**config.mk**
```make
export PLATFORM = sky130hd
export DESIGN_NAME = cleq_ctrl
export DESIGN_NICKNAME = d
export VERILOG_FILES = /design/src/rtl/core/cleq_pkg.sv /design/src/rtl/core/cleq_ctrl.sv
export SDC_FILE = /design/constraint.sdc
export NUM_CORES = 1
export LEC_CHECK = 0
export BUFFER_PORTS_ARGS = -buffer_cell sky130_fd_sc_hd__clkbuf_2
export CAP_MARGIN = 30
export CORE_UTILIZATION = 50
export CTS_CLUSTER_SIZE = 12
export DETAILED_ROUTE_END_ITERATION = 8
export HOLD_SLACK_MARGIN = 0.12
export PLACE_DENSITY = 0.74
export SETUP_SLACK_MARGIN = 0.2
export SKIP_LAST_GASP = 1
export SYNTH_ARGS = -nofsm -noshare
export SYNTH_HDL_FRONTEND = slang
export SYNTH_SLANG_ARGS = --single-unit
```
**constraint.sdc**
```tcl
create_clock -name clk -period 13.8 [get_ports clk]
set_input_delay 2.07 -clock clk [delete_from_list [all_inputs] [get_ports clk]]
set_output_delay 2.07 -clock clk [all_outputs]
set_load 0.005 [all_outputs]
```
**src/rtl/core/cleq_pkg.sv**
```systemverilog
// Shared types, sizes and codes of the credit limited event queue.
package cleq_pkg;

	// Queue geometry and limits
	localparam int unsigned QUEUE_ENTRIES   = 256;
	localparam int unsigned EVENT_KINDS     = 32;
	localparam logic [23:0] MAX_QUEUE_BYTES = 24'hFFFFFF;
	localparam int unsigned QA_W            = $clog2(QUEUE_ENTRIES);
	localparam int unsigned QC_W            = QA_W + 1;
	localparam int unsigned CFG_IDX_W       = 3;
	localparam int unsigned CFG_DATA_W      = 32;

	// Configuration register indexes
	typedef enum logic [CFG_IDX_W-1:0] {
		CFG_SUBSCRIBE_MASK = 3'd0,
		CFG_QUEUE_LIMIT    = 3'd1,
		CFG_RESERVED_BYTES = 3'd2,
		CFG_OVERFLOW_LEN   = 3'd3,
		CFG_REMOVED_LEN    = 3'd4
	} cfg_idx_t;

	// Request kinds of an input transaction
	typedef enum logic [1:0] {
		KIND_EVENT  = 2'd0,
		KIND_READ   = 2'd1,
		KIND_REMOVE = 2'd2
	} kind_t;

	// Result status codes
	typedef enum logic [3:0] {
		ST_DELIVERED = 4'd0,
		ST_EMPTY     = 4'd1,
		ST_GONE      = 4'd2,
		ST_SHORT     = 4'd3,
		ST_FAULT     = 4'd4,
		ST_QUEUED    = 4'd5,
		ST_DROPPED   = 4'd6,
		ST_UNSUB     = 4'd7,
		ST_IGNORED   = 4'd8,
		ST_REMOVED   = 4'd9
	} status_t;

	// Record kinds held in the queue
	typedef enum logic [1:0] {
		RK_EVENT   = 2'd0,
		RK_MARKER  = 2'd1,
		RK_REMOVED = 2'd2
	} rkind_t;

	// One queue entry
	typedef struct packed {
		rkind_t      rk;
		logic [31:0] seq;
		logic [15:0] len;
		logic [15:0] tag;
	} entry_t;

	// One input transaction
	typedef struct packed {
		logic [1:0]  kind;
		logic [4:0]  event_id;
		logic [15:0] event_len;
		logic [15:0] event_tag;
		logic        spare_available;
		logic [15:0] read_capacity;
		logic        copy_fails;
	} item_t;

	// One result transaction
	typedef struct packed {
		status_t     status;
		rkind_t      record_kind;
		logic [31:0] record_seq;
		logic [15:0] record_len;
		logic [15:0] record_tag;
		logic [31:0] first_dropped_seq;
		logic [31:0] last_dropped_seq;
		logic [31:0] drop_count;
		logic        readable;
		logic        hangup;
		logic [23:0] bytes_charged;
	} result_t;

	// Control from the step logic to the entry store
	typedef struct packed {
		logic            push;
		logic [QA_W-1:0] push_addr;
		entry_t          push_entry;
		logic            push_empty;
		logic            pop;
	} store_ctl_t;

endpackage

```
**src/rtl/core/cleq_ctrl.sv**
```systemverilog
// Configuration registers, queue state and the per-transaction step logic.
module cleq_ctrl import cleq_pkg::*; (
	input  logic                  clk,
	input  logic                  arst_n,
	input  logic                  cfg_wr_en,
	input  logic [CFG_IDX_W-1:0]  cfg_index,
	input  logic [CFG_DATA_W-1:0] cfg_wdata,
	input  logic                  step,
	input  item_t                 item,
	input  entry_t                head_entry,
	output logic [QA_W-1:0]       head,
	output store_ctl_t            ctl,
	output result_t               res
);

	// Configuration
	logic [31:0] sub_mask_q;
	logic [23:0] queue_limit_q;
	logic [16:0] reserved_q;
	logic [15:0] ovf_len_q;
	logic [15:0] rem_len_q;

	// Queue state
	logic [QA_W-1:0] fifo_head_q, fifo_head_d;
	logic [QC_W-1:0] fifo_count_q, fifo_count_d;
	logic [31:0]     last_seq_q, last_seq_d;
	logic [23:0]     charged_q, charged_d;
	logic            epoch_open_q, epoch_open_d;
	logic [31:0]     epoch_first_q, epoch_first_d;
	logic [31:0]     epoch_last_q, epoch_last_d;
	logic [31:0]     epoch_drops_q, epoch_drops_d;
	logic            dead_q, dead_d;

	logic [23:0]     limit;
	logic [25:0]     need;
	logic            wanted;
	logic            no_slot;
	logic [31:0]     seq;
	logic [15:0]     rlen;
	logic            push_c;
	logic            pop_c;
	entry_t          push_entry;
	logic [24:0]     total;

	// Write configuration registers
	always_ff @(posedge clk or negedge arst_n) begin
		if (!arst_n) begin
			sub_mask_q    <= '0;
			queue_limit_q <= 24'd262144;
			reserved_q    <= '0;
			ovf_len_q     <= '0;
			rem_len_q     <= '0;
		end else if (cfg_wr_en) begin
			case (cfg_index)
				CFG_SUBSCRIBE_MASK: sub_mask_q    <= cfg_wdata[31:0];
				CFG_QUEUE_LIMIT:    queue_limit_q <= cfg_wdata[23:0];
				CFG_RESERVED_BYTES: reserved_q    <= cfg_wdata[16:0];
				CFG_OVERFLOW_LEN:   ovf_len_q     <= cfg_wdata[15:0];
				CFG_REMOVED_LEN:    rem_len_q     <= cfg_wdata[15:0];
				default: ;
			endcase
		end
	end

	// Admission terms of an arriving event
	assign limit   = (queue_limit_q > MAX_QUEUE_BYTES) ? MAX_QUEUE_BYTES : queue_limit_q;
	assign need    = 26'(charged_q) + 26'(reserved_q) + 26'(item.event_len);
	assign wanted  = (32'(item.event_id) < EVENT_KINDS) && sub_mask_q[item.event_id];
	assign no_slot = (32'(fifo_count_q) + 32'd2) >= QUEUE_ENTRIES;
	assign seq     = last_seq_q + 32'd1;
	assign rlen    = (head_entry.rk == RK_MARKER) ? ovf_len_q : head_entry.len;

	// Work out one transaction
	always_comb begin
		fifo_head_d   = fifo_head_q;
		fifo_count_d  = fifo_count_q;
		last_seq_d    = last_seq_q;
		charged_d     = charged_q;
		epoch_open_d  = epoch_open_q;
		epoch_first_d = epoch_first_q;
		epoch_last_d  = epoch_last_q;
		epoch_drops_d = epoch_drops_q;
		dead_d        = dead_q;
		push_c        = 1'b0;
		pop_c         = 1'b0;
		push_entry    = '0;
		res           = '0;
		res.status    = ST_IGNORED;
		case (item.kind)
			KIND_EVENT: begin
				if (dead_q) begin
					res.status = ST_IGNORED;
				end else if (!wanted) begin
					res.status = ST_UNSUB;
				end else begin
					last_seq_d = seq;
					if (epoch_open_q || !item.spare_available ||
						need > 26'(limit) || no_slot) begin
						// Drop: open an epoch with a marker, or extend it
						res.status   = ST_DROPPED;
						epoch_last_d = seq;
						if (!epoch_open_q) begin
							epoch_open_d  = 1'b1;
							epoch_first_d = seq;
							epoch_drops_d = 32'd1;
							push_c        = 1'b1;
							push_entry.rk = RK_MARKER;
						end else begin
							epoch_drops_d = epoch_drops_q + 32'd1;
						end
					end else begin
						res.status     = ST_QUEUED;
						charged_d      = 24'(need - 26'(reserved_q));
						push_c         = 1'b1;
						push_entry.rk  = RK_EVENT;
						push_entry.seq = seq;
						push_entry.len = item.event_len;
						push_entry.tag = item.event_tag;
					end
				end
			end
			KIND_READ: begin
				if (fifo_count_q == '0) begin
					res.status = dead_q ? ST_GONE : ST_EMPTY;
				end else if (rlen > item.read_capacity) begin
					res.status = ST_SHORT;
				end else if (item.copy_fails) begin
					res.status = ST_FAULT;
				end else begin
					res.status      = ST_DELIVERED;
					res.record_kind = head_entry.rk;
					res.record_len  = rlen;
					pop_c           = 1'b1;
					if (head_entry.rk == RK_MARKER) begin
						// Report the epoch and close it
						res.record_seq        = epoch_first_q;
						res.first_dropped_seq = epoch_first_q;
						res.last_dropped_seq  = epoch_last_q;
						res.drop_count        = epoch_drops_q;
						epoch_open_d          = 1'b0;
						epoch_drops_d         = '0;
					end else begin
						res.record_seq = head_entry.seq;
						if (head_entry.rk == RK_EVENT) begin
							res.record_tag = head_entry.tag;
							charged_d = (charged_q >= 24'(rlen)) ?
								charged_q - 24'(rlen) : '0;
						end
					end
				end
			end
			KIND_REMOVE: begin
				if (!dead_q) begin
					res.status     = ST_REMOVED;
					last_seq_d     = seq;
					dead_d         = 1'b1;
					push_c         = 1'b1;
					push_entry.rk  = RK_REMOVED;
					push_entry.seq = seq;
					push_entry.len = rem_len_q;
				end
			end
			default: ;
		endcase

		// Drop a push when every slot is taken
		if (push_c && fifo_count_q >= QC_W'(QUEUE_ENTRIES)) begin
			push_c = 1'b0;
		end
		if (push_c) begin
			fifo_count_d = fifo_count_q + QC_W'(1);
		end
		if (pop_c) begin
			fifo_head_d  = fifo_head_q + QA_W'(1);
			fifo_count_d = fifo_count_q - QC_W'(1);
		end

		res.readable      = (fifo_count_d != '0);
		res.hangup        = dead_d;
		total             = 25'(charged_d) + 25'(reserved_q);
		res.bytes_charged = total[24] ? 24'hFFFFFF : total[23:0];
	end

	// Drive the entry store
	always_comb begin
		ctl            = '0;
		ctl.push       = step && push_c;
		ctl.push_addr  = fifo_head_q + fifo_count_q[QA_W-1:0];
		ctl.push_entry = push_entry;
		ctl.push_empty = step && push_c && (fifo_count_q == '0);
		ctl.pop        = step && pop_c;
	end

	assign head = fifo_head_q;

	// Advance the queue state on each step
	always_ff @(posedge clk or negedge arst_n) begin
		if (!arst_n) begin
			fifo_head_q   <= '0;
			fifo_count_q  <= '0;
			last_seq_q    <= '0;
			charged_q     <= '0;
			epoch_open_q  <= 1'b0;
			epoch_first_q <= '0;
			epoch_last_q  <= '0;
			epoch_drops_q <= '0;
			dead_q        <= 1'b0;
		end else if (step) begin
			fifo_head_q   <= fifo_head_d;
			fifo_count_q  <= fifo_count_d;
			last_seq_q    <= last_seq_d;
			charged_q     <= charged_d;
			epoch_open_q  <= epoch_open_d;
			epoch_first_q <= epoch_first_d;
			epoch_last_q  <= epoch_last_d;
			epoch_drops_q <= epoch_drops_d;
			dead_q        <= dead_d;
		end
	end

`ifndef SYNTHESIS
	a_count_range: assert property (@(posedge clk) disable iff (!arst_n)
		fifo_count_q <= QC_W'(QUEUE_ENTRIES))
		else $error("queue count beyond depth");

	a_epoch_marker: assert property (@(posedge clk) disable iff (!arst_n)
		epoch_open_q |-> (fifo_count_q != '0) && (epoch_drops_q != '0))
		else $error("open drop epoch without a queued marker or drops");

	a_queued_grows: assert property (@(posedge clk) disable iff (!arst_n)
		step && res.status == ST_QUEUED |=> fifo_count_q == $past(fifo_count_q) + QC_W'(1))
		else $error("queued event did not take a slot");

	a_dead_sticks: assert property (@(posedge clk) disable iff (!arst_n)
		!$fell(dead_q))
		else $error("device removal flag cleared");

	a_delivered_pops: assert property (@(posedge clk) disable iff (!arst_n)
		step && res.status == ST_DELIVERED |=> fifo_head_q == $past(fifo_head_q) + QA_W'(1))
		else $error("delivered record did not advance the head");
`endif

endmodule

```
==> implementation parameters <==
Parameter                              Value

Timing
  Final hold violation count ... 0
  Worst-margin pin slew ... 0.984 ns
  Slew margin rel. ... 0.344
  Minimum clock period ... between 10 and 15 ns
  Setup Viol. Count Final ... 0
  Number of max-slew violations in the final report ... 0
  Period utilisation layout ... 0.942
  Skew final ... 0.0193 ns
  Highest clock frequency the design can meet ... 77.0 MHz
  Setup repair after global routing missed its margin ... no
  Aggregate negative setup slack ... 0 ns

Clock network
  Number of sinks driven by the clock tree ... ~280
  Clock buffer count from CTS ... 34
  CTS Buffer Depth ... 3
  Clock tree from TritonCTS ... yes
  Clock Root Buffer ... sky130_fd_sc_hd__clkbuf_16
  Level count of the clock H-tree ... 2
  Clock insertion delay at the later pin of the skew report ... 0.55 ns
  CTS clock-pin slew for the worst setup and hold paths ... 0.05 ns

Placement
  Final RePlAce weighted congestion ... 1.01
  Number of port buffers ... 438
  Detailed Place HPWL ... 52800 µm

Die
  Total number of placement rows ... 73
  Height of the die ... 203 µm
  Placeable core area ... 39700 µm²
  Overall die width ... 203 µm
  Die Footprint ... 41000 µm²
  Top-level I/O count ... approximately 440
  Effective utilization at floorplan ... 0.506

Synth
  Number of flops mapped to enable cells by yosys ... 0
  Post-synthesis sequential area ratio ... 0.344
  Top cells by area, synth ... sky130_fd_sc_hd__dfrtp_1, sky130_fd_sc_hd__ha_1, sky130_fd_sc_hd__and3_1, sky130_fd_sc_hd__o21ai_0, sky130_fd_sc_hd__xnor2_1
  Post-Synthesis Cell Area ... roughly 20000 µm²
  Synth unique cells ... 84
  Cells after Synth ... 2330
  Top cell type by total area after synthesis ... sky130_fd_sc_hd__dfrtp_1
  Register bit count reported by yosys ... 276
  Total of warnings raised by yosys ... 0
  Number of nets in the synthesized netlist ... 2631
  Post-synthesis async set-or-reset flop share ... 1.00
  Most common flop cell mapped by yosys ... sky130_fd_sc_hd__dfrtp_1
  Syn avg cell area ... 8.63 µm²
  Portion of synthesized cell area occupied by the leading cell type ... 0.342

Layout
  Footprint of the flip-flops and latches ... 6910 µm²
  Area of the multi-input gates ... 12400 µm²
  Layout cell share with drive strength beyond 1 ... 0.238
  Commonest non-fill, non-tap cells in the layout ... sky130_fd_sc_hd__clkbuf_2, sky130_fd_sc_hd__dfrtp_1, sky130_fd_sc_hd__nand2_1
  Util after Layout ... 0.605
  Most frequent standard cell in the layout excluding fill and tap cells ... sky130_fd_sc_hd__clkbuf_2
  Layout fillers ... 3622
  Layout Area Growth over Synthesis ... 19.5%
  Fin nets ... between 3k and 4k

Routing
  Routed vias/inst ... 5.89
  Vias post-DR ... 19.3k
  Detailed-route wire length ... 68100 µm
  Post-route DRC ... 0
  Average detailed-routed wire length per instance ... 20.8 µm
  Drt pass-1 iters ... 6
  Final ANT Viol Nets ... 0
  First DRT Iteration DRCs ... ~1.5k

Setup path
  Stage delay of the slowest cell on the critical path ... 0.53 ns
  Endpoint kind of the worst setup timing path ... output port
  Startpoint class of the critical path ... input pin
  CP max stage cell ... sky130_fd_sc_hd__fa_1
  Endpoint of the lowest-slack register-to-register path ... epoch_drops_q[31]$_DFFE_PN0P_
  Kind of cell adding the most delay to the critical path ... compound AO/OA/AOI/OAI gates
  Reg2reg path depth ... 25
  Critical path class ... input pin to output port
  Instance count on the critical path ... 39
  Data arrival time of the critical path ... 10.92 ns
  Setup slack of the most critical reg-to-reg path ... ~6.5 ns
  RR Startpoint ... charged_q[2]$_DFFE_PN0P_
  Number of buffer and inverter instances along the worst setup path ... 6
  Maximum fanout encountered on the critical timing path ... 21
  Required time of the worst setup path ... 11.73 ns

GRT
  GR Util All Layers ... 0.324
  Global route overflow ... 0
  Global-route wire length before repair ... 104000 µm
  Maximum number of pins on one net before global-route repair ... 90
  Number of antenna violations at the first check in global routing ... 7
  Via count of the first global-routing pass ... 18.4k

Pwr
  Worst vdd ir ... 0.000106 V
  Leakage power total ... between 10 and 15 nW
  Power density cells ... 171 nW/µm²

Hold path
  Worst hold endpoint ... epoch_first_q[0]$_DFFE_PN0P_
  Source of the worst hold timing path ... epoch_first_q[0]$_DFFE_PN0P_
  Worst hold path class ... flop to flop
  Worst hold path stage count ... 2

Run
  Count of maximum capacitance violations ... 0

Status
  Run status ... finished clean
-- cells by family after synthesis --
logic type,count (synthesis),share of synthesized area
AOI/OAI and AO/OA,605,0.188
xor gates and xnor gates,140,0.0610
adders and majority gates,139,0.0944
buffers and inverters,243,0.0462
DFF,276,0.344
muxes,114,0.0682
and+or+nand+nor,813,0.198
-- cell usage after synthesis, types with 42 or more instances --
cell type	count
sky130_fd_sc_hd__a21o_1	57
sky130_fd_sc_hd__a21oi_1	131
sky130_fd_sc_hd__and3_1	173
sky130_fd_sc_hd__clkbuf_1	98
sky130_fd_sc_hd__dfrtp_1	275
sky130_fd_sc_hd__ha_1	118
sky130_fd_sc_hd__inv_1	127
sky130_fd_sc_hd__mux2_2	81
sky130_fd_sc_hd__nand2_1	233
sky130_fd_sc_hd__nand3_1	42
sky130_fd_sc_hd__nor2_1	198
sky130_fd_sc_hd__o21ai_0	210
sky130_fd_sc_hd__xnor2_1	109
-- cell type report --
type / instances / area share
diodes: 6 / 0.000625
clock buffers: 48 / 0.0384
clock inverters: 11 / 0.00536
inverters: 128 / 0.0200
multi-input cells: 1811 / 0.515
flip-flops and latches: 276 / 0.288
well taps: 525 / 0.0273
repair buffers: 474 / 0.106
-- worst reg2reg max path: stages, from the launching register on --
cell                       delay (ns)
sky130_fd_sc_hd__dfrtp_1         0.49
sky130_fd_sc_hd__fa_1            0.51
sky130_fd_sc_hd__ha_1            0.33
sky130_fd_sc_hd__a211oi_1        0.35
sky130_fd_sc_hd__nor3_1          0.16
sky130_fd_sc_hd__o41ai_2         0.50
sky130_fd_sc_hd__nand3_1         0.32
sky130_fd_sc_hd__o21ai_2         0.33
sky130_fd_sc_hd__nor2b_1         0.09
sky130_fd_sc_hd__xnor2_1         0.31
sky130_fd_sc_hd__inv_1           0.08
sky130_fd_sc_hd__ha_1            0.30
sky130_fd_sc_hd__nand2_1         0.06
sky130_fd_sc_hd__o21ai_0         0.19
sky130_fd_sc_hd__a211oi_1        0.09
sky130_fd_sc_hd__a21boi_0        0.15
sky130_fd_sc_hd__o211ai_1        0.21
sky130_fd_sc_hd__a41oi_2         0.17
sky130_fd_sc_hd__buf_4           0.26
sky130_fd_sc_hd__nor2b_1         0.26
sky130_fd_sc_hd__and3_2          0.22
sky130_fd_sc_hd__buf_4           0.52
sky130_fd_sc_hd__and2_1          0.90
sky130_fd_sc_hd__and2_0          0.24
sky130_fd_sc_hd__o21ai_0         0.07
sky130_fd_sc_hd__o31ai_1         0.08
-- report_power, final --
group	switching, W	total [W]	internal (W)
Clock	0.000367	0.000873	0.000507
Sequential	0.000127	0.00104	0.000911
Combinational	0.00129	0.00220	0.000907
Total	0.00179	0.00411	0.00233
-- worst max-delay path by stage --
stage,startpoint,end,slack (ns)
after floorplan,item[35],res[22],1.91
after global placement,item[35],res[8],0.70
after detailed placement,item[35],res[8],0.39
after CTS,item[35],res[8],0.33
after global routing,item[35],res[8],0.28
final,item[36],res[8],0.81
-- layer usage --
layer | vias to the layer above | GRT usage | share of wire | routed length [µm]
li1 | 9065 | - | - | -
met1 | 9383 | 0.440 | 0.43 | 29200
met2 | 746 | 0.525 | 0.47 | 32100
met3 | 130 | 0.0419 | 0.063 | 4320
met4 | 0 | 0.132 | 0.037 | 2490
met5 | - | 0 | 0 | 0
-- flip-flops by register name, summed over array words and instances (netlist names) --
register and cells:
epoch_drops_q 32, epoch_first_q 32, epoch_last_q 32, last_seq_q 32
sub_mask_q 32, charged_q 24, queue_limit_q 24, reserved_q 17
ovf_len_q 16, rem_len_q 16, fifo_count_q 9, head 8
dead_q 1, epoch_open_q 1
-- per-stage QoR --
stage / instance area, µm² / cells / setup slack (ns) / total power, W / hold slack (ns)
2_1_floorplan: 20100 / 2330 / 1.91 / 0.00251 / 0.437
3_3_place_gp: 22800 / 3207 / 0.701 / 0.00316 / 0.455
3_5_place_dp: 22900 / 3211 / 0.390 / 0.00319 / 0.463
4_1_cts: 23900 / 3270 / 0.333 / 0.00408 / 0.476
5_1_grt: 24000 / 3278 / 0.284 / 0.00438 / 0.495
6_report: 24000 / 3279 / 0.806 / 0.00411 / 0.472
-- repair_timing --
item,4_1_cts,5_1_grt
gates resized for setup,0,8
endpoints found under the setup margin,0,24
setup buffers,0,1
hold buffers,0,0
(Power assumes the default switching activity.)
